--- config.mk ---
export PLATFORM = sky130hd
export DESIGN_NAME = ssh_cleartext_packet_deframer_top
export DESIGN_NICKNAME = d
export VERILOG_FILES = /design/src/scpd_pkg.sv /design/src/ssh_cleartext_packet_deframer_top.sv /design/src/scpd_in_reg.sv /design/src/scpd_core.sv /design/src/scpd_out_reg.sv
export SDC_FILE = /design/constraint.sdc
export NUM_CORES = 1
export LEC_CHECK = 0
export ABC_CLOCK_PERIOD_IN_PS = 9700
export BUFFER_PORTS_ARGS = -buffer_cell sky130_fd_sc_hd__buf_2
export CAP_MARGIN = 20
export CORE_ASPECT_RATIO = 0.8
export CORE_UTILIZATION = 55
export CTS_CLUSTER_DIAMETER = 120
export CTS_CLUSTER_SIZE = 28
export DETAILED_ROUTE_END_ITERATION = 6
export GPL_ROUTABILITY_DRIVEN = 0
export HOLD_SLACK_MARGIN = 0.08
export PLACE_DENSITY = 0.74
export SLEW_MARGIN = 20
export SYNTH_ARGS = -nofsm -noshare
export SYNTH_HDL_FRONTEND = slang
export SYNTH_HIERARCHICAL = 1
export SYNTH_SLANG_ARGS = --single-unit
--- constraint.sdc ---
create_clock -name i_clk -period 9.7 [get_ports i_clk]
set_input_delay 0.97 -clock i_clk [delete_from_list [all_inputs] [get_ports i_clk]]
set_output_delay 0.97 -clock i_clk [all_outputs]
set_load 0.02 [all_outputs]
--- src/scpd_pkg.sv ---
`timescale 1ns / 1ps

package scpd_pkg;

    localparam int unsigned HEADER_BYTES = 5;
    localparam int unsigned LEN_BYTES    = HEADER_BYTES - 1;
    localparam int unsigned MIN_PKT_LEN  = 2;

    localparam logic [15:0] MAX_PKT_LEN_RESET = 16'd4096;
    localparam logic [15:0] PAYLOAD_CAP_RESET = 16'd4096;

    localparam logic CFG_MAX_PKT_LEN = 1'b0;
    localparam logic CFG_PAYLOAD_CAP = 1'b1;

    typedef enum logic [1:0] {
        PH_HEADER,
        PH_PAYLOAD,
        PH_PADDING,
        PH_DEAD
    } t_phase;

    typedef enum logic [1:0] {
        ERR_NONE,
        ERR_LENGTH,
        ERR_CAPACITY
    } t_err;

    typedef struct packed {
        logic [7:0]  payload_byte;
        logic        byte_valid;
        logic        packet_end;
        logic [15:0] payload_length;
        t_err        error_code;
    } t_result;

endpackage

--- src/ssh_cleartext_packet_deframer_top.sv ---
// channel   direction  handshake                 payload
// in        input      i_in_valid / o_in_stall   i_rx_byte
// out       output     o_out_valid / i_out_stall o_payload_byte, o_byte_valid,
//                                                o_packet_end, o_payload_length,
//                                                o_error_code
// cfg       input      i_cfg_we                  i_cfg_index, i_cfg_data
//
// one word per cycle sustained while the output does not stall; a taken word passes
// from the input register through header/counter logic into the result register
// header and padding words other than the last give no output word
// synchronous active-low reset; config returns to 4096 / 4096, no clearing pass
// an output stall holds the result register and backs up through the input register
`timescale 1ns / 1ps

module ssh_cleartext_packet_deframer_top (
    input  logic        i_clk,
    input  logic        i_rst_n,
    input  logic        i_cfg_we,
    input  logic        i_cfg_index,
    input  logic [15:0] i_cfg_data,
    input  logic        i_in_valid,
    output logic        o_in_stall,
    input  logic [7:0]  i_rx_byte,
    output logic        o_out_valid,
    input  logic        i_out_stall,
    output logic [7:0]  o_payload_byte,
    output logic        o_byte_valid,
    output logic        o_packet_end,
    output logic [15:0] o_payload_length,
    output logic [1:0]  o_error_code
);
    import scpd_pkg::*;

    logic       w_advance;
    logic       w_in_valid;
    logic [7:0] w_in_byte;
    logic       w_res_valid;
    t_result    w_res;
    t_result    w_out_res;

    scpd_in_reg u_in_reg (
        .i_clk   (i_clk),
        .i_rst_n (i_rst_n),
        .i_valid (i_in_valid),
        .o_stall (o_in_stall),
        .i_byte  (i_rx_byte),
        .i_take  (w_advance),
        .o_valid (w_in_valid),
        .o_byte  (w_in_byte)
    );

    scpd_core u_core (
        .i_clk       (i_clk),
        .i_rst_n     (i_rst_n),
        .i_cfg_we    (i_cfg_we),
        .i_cfg_index (i_cfg_index),
        .i_cfg_data  (i_cfg_data),
        .i_valid     (w_in_valid && w_advance),
        .i_byte      (w_in_byte),
        .o_res_valid (w_res_valid),
        .o_res       (w_res)
    );

    scpd_out_reg u_out_reg (
        .i_clk       (i_clk),
        .i_rst_n     (i_rst_n),
        .o_ready     (w_advance),
        .i_res_valid (w_res_valid && w_in_valid),
        .i_res       (w_res),
        .o_valid     (o_out_valid),
        .i_stall     (i_out_stall),
        .o_res       (w_out_res)
    );

    assign o_payload_byte   = w_out_res.payload_byte;
    assign o_byte_valid     = w_out_res.byte_valid;
    assign o_packet_end     = w_out_res.packet_end;
    assign o_payload_length = w_out_res.payload_length;
    assign o_error_code     = w_out_res.error_code;

endmodule

--- src/scpd_in_reg.sv ---
`timescale 1ns / 1ps

module scpd_in_reg (
    input  logic       i_clk,
    input  logic       i_rst_n,
    input  logic       i_valid,
    output logic       o_stall,
    input  logic [7:0] i_byte,
    input  logic       i_take,
    output logic       o_valid,
    output logic [7:0] o_byte
);
    import scpd_pkg::*;

    logic       r_valid;
    logic [7:0] r_byte;
    logic       w_load;

    assign o_stall = r_valid && !i_take;
    assign w_load  = i_valid && !o_stall;

    always_ff @(posedge i_clk) begin
        if (!i_rst_n) begin
            r_valid <= 1'b0;
        end else if (w_load) begin
            r_valid <= 1'b1;
        end else if (i_take) begin
            r_valid <= 1'b0;
        end
    end

    always_ff @(posedge i_clk) begin
        if (w_load) begin
            r_byte <= i_byte;
        end
    end

    assign o_valid = r_valid;
    assign o_byte  = r_byte;

endmodule

--- src/scpd_core.sv ---
`timescale 1ns / 1ps

module scpd_core (
    input  logic                 i_clk,
    input  logic                 i_rst_n,
    input  logic                 i_cfg_we,
    input  logic                 i_cfg_index,
    input  logic [15:0]          i_cfg_data,
    input  logic                 i_valid,
    input  logic [7:0]           i_byte,
    output logic                 o_res_valid,
    output scpd_pkg::t_result    o_res
);
    import scpd_pkg::*;

    logic [15:0] r_max_len;
    logic [15:0] r_cap;

    t_phase      r_phase,  n_phase;
    logic [2:0]  r_hc,     n_hc;
    logic [31:0] r_len,    n_len;
    logic [7:0]  r_pad,    n_pad;
    logic [15:0] r_br,     n_br;
    logic [15:0] r_pc,     n_pc;

    logic        w_hdr_last;
    logic        w_len_bad;
    logic [16:0] w_diff;
    logic        w_too_big;
    logic [15:0] w_dec;
    logic        w_dec_zero;

    // config registers
    always_ff @(posedge i_clk) begin
        if (!i_rst_n) begin
            r_max_len <= MAX_PKT_LEN_RESET;
            r_cap     <= PAYLOAD_CAP_RESET;
        end else if (i_cfg_we) begin
            case (i_cfg_index)
                CFG_MAX_PKT_LEN: r_max_len <= i_cfg_data;
                CFG_PAYLOAD_CAP: r_cap     <= i_cfg_data;
                default: ;
            endcase
        end
    end

    // header checks
    assign w_hdr_last = (r_hc == 3'(LEN_BYTES));
    assign w_len_bad  = (r_len < 32'(MIN_PKT_LEN)) || (r_len > {16'd0, r_max_len});
    assign w_diff     = {1'b0, r_len[15:0]} - {9'd0, i_byte} - 17'd1;
    assign w_too_big  = w_diff[16] || (w_diff[15:0] > r_cap);
    assign w_dec      = r_br - 16'd1;
    assign w_dec_zero = (w_dec == 16'd0);

    // next state
    always_comb begin
        n_phase = r_phase;
        n_hc    = r_hc;
        n_len   = r_len;
        n_pad   = r_pad;
        n_br    = r_br;
        n_pc    = r_pc;
        if (i_valid) begin
            case (r_phase)
                PH_HEADER: begin
                    if (!w_hdr_last) begin
                        n_len = {r_len[23:0], i_byte};
                        n_hc  = r_hc + 3'd1;
                    end else begin
                        n_pad = i_byte;
                        n_hc  = 3'd0;
                        if (w_len_bad || w_too_big) begin
                            n_phase = PH_DEAD;
                        end else begin
                            n_pc = w_diff[15:0];
                            if (w_diff[15:0] != 16'd0) begin
                                n_br    = w_diff[15:0];
                                n_phase = PH_PAYLOAD;
                            end else if (i_byte != 8'd0) begin
                                n_br    = {8'd0, i_byte};
                                n_phase = PH_PADDING;
                            end
                        end
                    end
                end
                PH_PAYLOAD: begin
                    n_br = w_dec;
                    if (w_dec_zero) begin
                        if (r_pad == 8'd0) begin
                            n_phase = PH_HEADER;
                        end else begin
                            n_br    = {8'd0, r_pad};
                            n_phase = PH_PADDING;
                        end
                    end
                end
                PH_PADDING: begin
                    n_br = w_dec;
                    if (w_dec_zero) begin
                        n_phase = PH_HEADER;
                    end
                end
                default: ;
            endcase
        end
    end

    // result
    always_comb begin
        o_res_valid = 1'b0;
        o_res       = '0;
        if (i_valid) begin
            case (r_phase)
                PH_HEADER: begin
                    if (w_hdr_last) begin
                        if (w_len_bad) begin
                            o_res_valid      = 1'b1;
                            o_res.error_code = ERR_LENGTH;
                        end else if (w_too_big) begin
                            o_res_valid      = 1'b1;
                            o_res.error_code = ERR_CAPACITY;
                        end else if (w_diff[15:0] == 16'd0 && i_byte == 8'd0) begin
                            o_res_valid      = 1'b1;
                            o_res.packet_end = 1'b1;
                        end
                    end
                end
                PH_PAYLOAD: begin
                    o_res_valid        = 1'b1;
                    o_res.payload_byte = i_byte;
                    o_res.byte_valid   = 1'b1;
                    if (w_dec_zero && r_pad == 8'd0) begin
                        o_res.packet_end     = 1'b1;
                        o_res.payload_length = r_pc;
                    end
                end
                PH_PADDING: begin
                    if (w_dec_zero) begin
                        o_res_valid          = 1'b1;
                        o_res.packet_end     = 1'b1;
                        o_res.payload_length = r_pc;
                    end
                end
                default: ;
            endcase
        end
    end

    always_ff @(posedge i_clk) begin
        if (!i_rst_n) begin
            r_phase <= PH_HEADER;
            r_hc    <= 3'd0;
            r_len   <= 32'd0;
            r_pad   <= 8'd0;
            r_br    <= 16'd0;
            r_pc    <= 16'd0;
        end else begin
            r_phase <= n_phase;
            r_hc    <= n_hc;
            r_len   <= n_len;
            r_pad   <= n_pad;
            r_br    <= n_br;
            r_pc    <= n_pc;
        end
    end

    a_dead_sticks: assert property (@(posedge i_clk) disable iff (!i_rst_n)
        r_phase == PH_DEAD |=> r_phase == PH_DEAD)
        else $error("left dead phase without reset");

    a_err_kills: assert property (@(posedge i_clk) disable iff (!i_rst_n)
        o_res_valid && o_res.error_code != ERR_NONE |=> r_phase == PH_DEAD)
        else $error("error reported but block still running");

    a_end_to_header: assert property (@(posedge i_clk) disable iff (!i_rst_n)
        o_res_valid && o_res.packet_end |=> r_phase == PH_HEADER && r_hc == 3'd0)
        else $error("packet end not followed by header");

    a_hc_range: assert property (@(posedge i_clk) disable iff (!i_rst_n)
        r_hc <= 3'(LEN_BYTES))
        else $error("header count out of range");

endmodule

--- src/scpd_out_reg.sv ---
`timescale 1ns / 1ps

module scpd_out_reg (
    input  logic              i_clk,
    input  logic              i_rst_n,
    output logic              o_ready,
    input  logic              i_res_valid,
    input  scpd_pkg::t_result i_res,
    output logic              o_valid,
    input  logic              i_stall,
    output scpd_pkg::t_result o_res
);
    import scpd_pkg::*;

    logic    r_valid;
    t_result r_res;

    assign o_ready = !r_valid || !i_stall;

    always_ff @(posedge i_clk) begin
        if (!i_rst_n) begin
            r_valid <= 1'b0;
        end else if (o_ready) begin
            r_valid <= i_res_valid;
        end
    end

    always_ff @(posedge i_clk) begin
        if (o_ready && i_res_valid) begin
            r_res <= i_res;
        end
    end

    assign o_valid = r_valid;
    assign o_res   = r_res;

endmodule
# Word-level counts from Yosys, hierarchy flattened
# Cells that the tools add are included.
# classes
n_addsub	4
multipliers	0
div_mod_pow	0
n_lt_le_gt_ge	3
eq_ne	9
shift	0
n_mux	35
n_bitwise	5
n_reduce_logical	34
# op_table
op	count
16-bit two-way mux	6
16-bit case mux with 3 select lines	1
17-bit two-way mux	2
32-bit by 16-bit > comparator with 1-bit output	1
16-bit zero test	2
32-bit by 2-bit < comparator with 1-bit output (second input constant)	1
16-bit case mux with 2 select lines	1
16-bit by 8-bit subtractor with 17-bit output	1
17-bit by 1-bit subtractor with 17-bit output (second input constant)	1
16-bit > comparator	1
8-bit zero test	2
2-bit two-way mux	8
16-bit nonzero test	1
16-bit by 1-bit subtractor with 16-bit output (second input constant)	1
1-bit two-way mux	13
2-bit AND reduction	4
8-bit nonzero test	1
1-bit logical AND	7
2-bit by 1-bit inequality test with 1-bit output (second input constant)	3
1-bit case mux with 3 select lines	2
2-bit case mux with 3 select lines	1
3-bit AND reduction	2
6-bit AND reduction	1
1-bit inverter	5
other kinds (16)	22
# word_totals
regBits	147
latch_bits	0
ramBits	0
mem_bits_ro	0
input_bits	30
out_inout_bits	30
n_memories	0

# Depth between registers and ports, before layout
# depth
depth_word	12
mapped_depth	21

# Modules after synthesis
# Netlist, hierarchy kept.
# modules_own_cells
module	n_inst	cells_per_inst	area_each_um2
scpd_core	1	864	6617.6
scpd_out_reg	1	33	882.1
scpd_in_reg	1	12	287.8
ssh_cleartext_packet_deframer_top	1	2	12.5

# Worst setup path before layout
# Ideal clock, no wire load.
# synth_timing
kind	register -> register
start	register u_in_reg.r_byte[0], in the netlist u_in_reg/o_byte[0]
end	register u_out_reg.r_res (netlist bit u_out_reg/o_res[0]), enable pin
setup_ns	0.387
t_arrival_ns	4.264
slack_ns	5.048
stages_incl_launch_ff	20
period_less_slack_ns	4.652
cell_sequence	edfxtp_1 inv_1 ha_1 inv_1 fa_1 nand2b_1 a211oi_1 o21ai_1 a211oi_1 ha_1 nand4_1 nor4_1 nor3_1 o31ai_1 o211a_1 a21boi_0 o21ai_0 a21oi_1 and2_1 and2_1
# synth_between
elab_chain_cells	12
elab_cells_between_ends	15
classes_between	add/sub: 2; order compare: 1; mux: 6; reduce/logical: 6
# synth_rtl
element	line_no	text
from (decl)	scpd_in_reg.sv:16	logic [7:0] r_byte;
from (signal assigned)	scpd_in_reg.sv:34	r_byte <= i_byte;
16-bit by 8-bit subtractor with 17-bit output *	scpd_core.sv:50	assign w_diff = {1'b0, r_len[15:0]} - {9'd0, i_byte} - 17'd1;
17-bit by 1-bit subtractor with 17-bit output *	scpd_core.sv:50	
named net u_core.w_diff[12]	scpd_core.sv:28	logic [16:0] w_diff;
branches (longest 3 deep; another with 16-bit > comparator)	-	
1-bit two-way mux *	scpd_core.sv:119	end else if (w_too_big) begin
1-bit two-way mux *	scpd_core.sv:116	if (w_len_bad) begin
1-bit two-way mux *	scpd_core.sv:115	if (w_hdr_last) begin
1-bit case mux with 3 select lines *	scpd_core.sv:113	case (r_phase)
1-bit two-way mux *	scpd_core.sv:112	if (i_valid) begin
named net w_res_valid	ssh_cleartext_packet_deframer_top.sv:37	logic w_res_valid;
1-bit logical AND *	ssh_cleartext_packet_deframer_top.sv:68	.i_res_valid (w_res_valid && w_in_valid),
1-bit logical AND *	scpd_out_reg.sv:29	if (o_ready && i_res_valid) begin
to (signal assigned)	scpd_out_reg.sv:30	r_res <= i_res;
to (decl)	scpd_out_reg.sv:16	t_result r_res;
# Mark *: on every way through the listed nets, which the timed path passes.
# A chain may end at the register's enable or synchronous reset.

# Final worst setup path
# layout_timing
start	register u_in_reg.r_byte[0], in the netlist u_in_reg/o_byte[0]
end	register u_core.r_pc[15]
# layout_between
elab_chain_cells	7
# layout_rtl
element	line_no	text
16-bit by 8-bit subtractor with 17-bit output	scpd_core.sv:50	
17-bit by 1-bit subtractor with 17-bit output	scpd_core.sv:50	
named net u_core.w_diff[8]	scpd_core.sv:28	
16-bit > comparator	scpd_core.sv:51	assign w_too_big = w_diff[16] || (w_diff[15:0] > r_cap);
1-bit logical OR	scpd_core.sv:51	
1-bit logical OR	scpd_core.sv:72	if (w_len_bad || w_too_big) begin
1-bit inverter (no line)	-	
4-bit AND reduction (no line)	-	
to (signal assigned)	scpd_core.sv:163	r_pc <= n_pc;
to (decl)	scpd_core.sv:24	logic [15:0] r_pc, n_pc;
# The timed path passes the listed nets, and every way through them passes these cells.

==> results.sh <==
export IMPL_swShare_pct=28.0
export IMPL_synth_cell_types=77
export IMPL_power_share_sequential_pct=45.7
export IMPL_whs_ns=0.457
export IMPL_final_nets=1026
export IMPL_synth_nets=990
export IMPL_slowest_delay_ns=0.78
export IMPL_synth_largest_area_cell="dfxtp_1"
export IMPL_clock_skew_ns=0.00781
export IMPL_arrival_ns=5.62
export IMPL_hpwl_um=14400
export IMPL_peakVddDrop_mv=0.133
export IMPL_grt_pass1_wl_um=32600
export IMPL_tightest_slew_ns=1.10
export IMPL_cap_violations=0
export IMPL_relSlewSlack_pct=26.8
export IMPL_synth_ff_latch_count=147
export IMPL_critPathKind="reg -> reg"
export IMPL_antenna_left=0
export IMPL_die_h_um=109
export IMPL_p_int_uw=1030
export IMPL_worstPathCellList="inv_1, ha_1, inv_1, fa_1, nand2b_1, a211oi_1, o21ai_1, xnor2_1, inv_1, ha_1, nand4_1, nor4_1, nor3_1, o31ai_1, o211a_1, nand3_1, mux2i_1, nor2_1"
export IMPL_cts_clk_slew_worst_paths_ns=0.06
export IMPL_outcome="completed"
export IMPL_cpMostUsedCell="inv_1"
export IMPL_rsz0062_at_grt="false"
export IMPL_ys_warnings_count=6
export IMPL_async_flop_share_pct=0
export IMPL_antenna_found_initial=0
export IMPL_combPwrFrac_pct=11.3
export IMPL_h_tree_depth=4
export IMPL_start_kind="flip-flop"
export IMPL_drive_gt1_share_pct=12.2
export IMPL_io_pins=60
export IMPL_synth_compound_area_share_pct=17.8
export IMPL_ctsHoldBuffers=0
export IMPL_multi_input_area_um2=4110
export IMPL_hp_class="reg -> reg"
export IMPL_finalCritPeriodShare_pct=54.9
export IMPL_synthMuxAreaShare_pct=2.58
export IMPL_ctsResizeCount=0
export IMPL_clock_latency_ns=0.44
export IMPL_drt_iter0_drc=686
export IMPL_rows=38
export IMPL_critPathSlowestCell="nand3_1"
export IMPL_dieArea_um2=14700
export IMPL_port_buffers=59
export IMPL_via_per_inst=5.98
export IMPL_ys_seq_area_share_pct=42.3
export IMPL_drt_pass1_iterations=5
export IMPL_power_share_clock_pct=43.0
export IMPL_final_core_utilization_pct=63.8
export IMPL_crit_family="simple AND/OR/NAND/NOR gates"
export IMPL_syn_area_um2=7800
export IMPL_critPathRequiredTime_ns=9.99
export IMPL_via_count=6822
export IMPL_area_delta_synth_final_pct=12.0
export IMPL_postCtsSetupBuffers=0
export IMPL_die_w_um=135
export IMPL_postSynthCellCount=911
export IMPL_startpoint="u_in_reg/o_byte[0]"
export IMPL_clock_sinks=147
export IMPL_final_max_slew_viol_count=0
export IMPL_cts_root_buf="clkbuf_16"
export IMPL_grt_use_total_pct=29.1
export IMPL_drc=0
export IMPL_grt_max_degree=95
export IMPL_yosys_area_share_xor_xnor_pct=1.57
export IMPL_avgSynthCellArea_um2=8.56
export IMPL_core_um2=13700
export IMPL_total_power_uw=1430
export IMPL_leakage_uw=0.00368
export IMPL_p_sw_uw=399
export IMPL_tns_ns=0
export IMPL_start_util_pct=57.0
export IMPL_synthSimpleGateAreaFrac_pct=22.6
export IMPL_crit_buf_inv=3
export IMPL_synth_edf_count=36
export IMPL_grt_pass1_vias=6211
export IMPL_synth_top_family_by_area="simple AND/OR/NAND/NOR gates"
export IMPL_power_density_nw_per_um2=163
export IMPL_clockBufferDepth=2
export IMPL_mostFrequentLayoutCells="nand2_1, dfxtp_1, a21oi_1"
export IMPL_end_kind="flip-flop"
export IMPL_wl_per_cell_um=17.7
export IMPL_synth_top_area_share_pct=28.5
export IMPL_critPathMaxFanout=16
export IMPL_finalWirelength_um=20200
export IMPL_finalSetupViolations=0
export IMPL_numCtsBuffers=17
export IMPL_cts_tree="yes"
export IMPL_hold_viol_final=0
export IMPL_seqCellArea_um2=3300
export IMPL_mostFrequentLayoutCell="nand2_1"
export IMPL_fmax_mhz=188
export IMPL_synth_area_leaders="dfxtp_1, edfxtp_1, nand2_1"
export IMPL_synth_main_ff_cell="dfxtp_1"
export IMPL_layout_min_cycle_time_ns=5.33
export IMPL_regToRegStartpoint="u_in_reg/o_byte[0]"
export IMPL_synth_fa_ha_area_share_pct=7.96
export IMPL_fillers=1198
export IMPL_gr_total_overflow=0
export IMPL_min_from="u_core/r_max_len[6]"
export IMPL_antenna_cells=0
stage by stage:
step | instances | instance area [um^2] | worst slack, ns
4_1_cts | 1140 | 8730 | 4.40
3_3_place_gp | 1108 | 8180 | 4.65
3_5_place_dp | 1108 | 8180 | 4.39
5_1_grt | 1140 | 8730 | 3.84
6_report | 1140 | 8730 | 4.37
2_1_floorplan | 911 | 7800 | 5.05
flip-flops by register name (all words and copies together), names as in the netlist:
signal and flops:
u_in_reg/o_byte 8, u_in_reg/o_valid 1, u_core/r_pc 16, u_core/r_len 32
u_core/r_max_len 16, u_out_reg/o_res 28, u_core/r_pad 8, u_core/r_br 16
u_out_reg/o_valid 1, u_core/r_phase 2, u_core/r_cap 16, u_core/r_hc 3
power groups by stage:
stage / combinational [uW] / clock [uW] / sequential (uW)
2_1_floorplan: 112 / 0 / 659
6_report: 162 / 613 / 652
3_3_place_gp: 155 / 0 / 665
3_5_place_dp: 157 / 0 / 666
5_1_grt: 180 / 646 / 653
4_1_cts: 158 / 620 / 652
cell families (layout without fill, tap and decap cells):
logic type | count (synthesis) | in the layout
AOI/OAI and AO/OA | 211 | 211
xor gates and xnor gates | 14 | 14
adders and majority gates | 49 | 49
buffers and inverters | 105 | 154
DFF | 147 | 147
muxes | 20 | 20
and+or+nand+nor | 365 | 365
layer usage:
| metal | GRT usage [%] | vias to the layer above | part of all wire [%] |
|---|---|---|---|
| li1 | - | 3320 | - |
| met1 | 41.5 | 3202 | 46 |
| met2 | 42.8 | 267 | 44 |
| met3 | 6.05 | 33 | 7.8 |
| met4 | 11.4 | 0 | 2.1 |
| met5 | 0 | - | 0 |
cell type report:
| class | count | share of cell area (%) |
|---|---|---|
| clock inverter | 15 | 1.40 |
| tap | 180 | 2.58 |
| sequential | 147 | 37.8 |
| inverter | 58 | 2.49 |
| multi-input combinational | 659 | 47.0 |
| clock buffer | 17 | 4.87 |
| timing repair buffer | 64 | 3.81 |
cells in the mapped netlist (all sizes together) (4+ instances only):
cell / n
nor3: 21
a21o: 6
inv: 57
a221oi: 4
o31ai: 9
or3: 11
nor2b: 7
o32ai: 5
nand2: 177
nand4: 11
nand3: 11
buf: 7
edfxtp: 36
o211ai: 9
and2: 26
ha: 48
o41ai: 5
a21oi: 100
a21boi: 4
xor2: 7
dfxtp: 111
or4: 7
clkbuf: 40
nand2b: 5
o21ai: 14
a211oi: 10
o211a: 4
nor4: 16
xnor2: 7
a32o: 5
nor2: 48
a31oi: 8
and3: 10
mux2i: 19
worst register-to-register path: stages, from the launching register on:
cell and delay, ns:
edfxtp_1 0.48, inv_1 0.10, ha_1 0.18, inv_1 0.06, fa_1 0.39, nand2b_1 0.17, a211oi_1 0.37, o21ai_1 0.29
xnor2_1 0.40, inv_1 0.13, ha_1 0.30, nand4_1 0.10, nor4_1 0.45, nor3_1 0.09, o31ai_1 0.11, o211a_1 0.26
nand3_1 0.78, mux2i_1 0.46, nor2_1 0.06
final timing paths:
check                                      endpoint  slack (ns)  cells after the start
worst max-delay path                u_core/r_pc[15]        4.37                     18
worst max register to register      u_core/r_pc[15]        4.37                     18
worst min register to register  u_core/r_max_len[6]        0.46                      2
worst min-delay path            u_core/r_max_len[6]        0.46                      2
No activity file was read; power rests on OpenSTA's default activity.
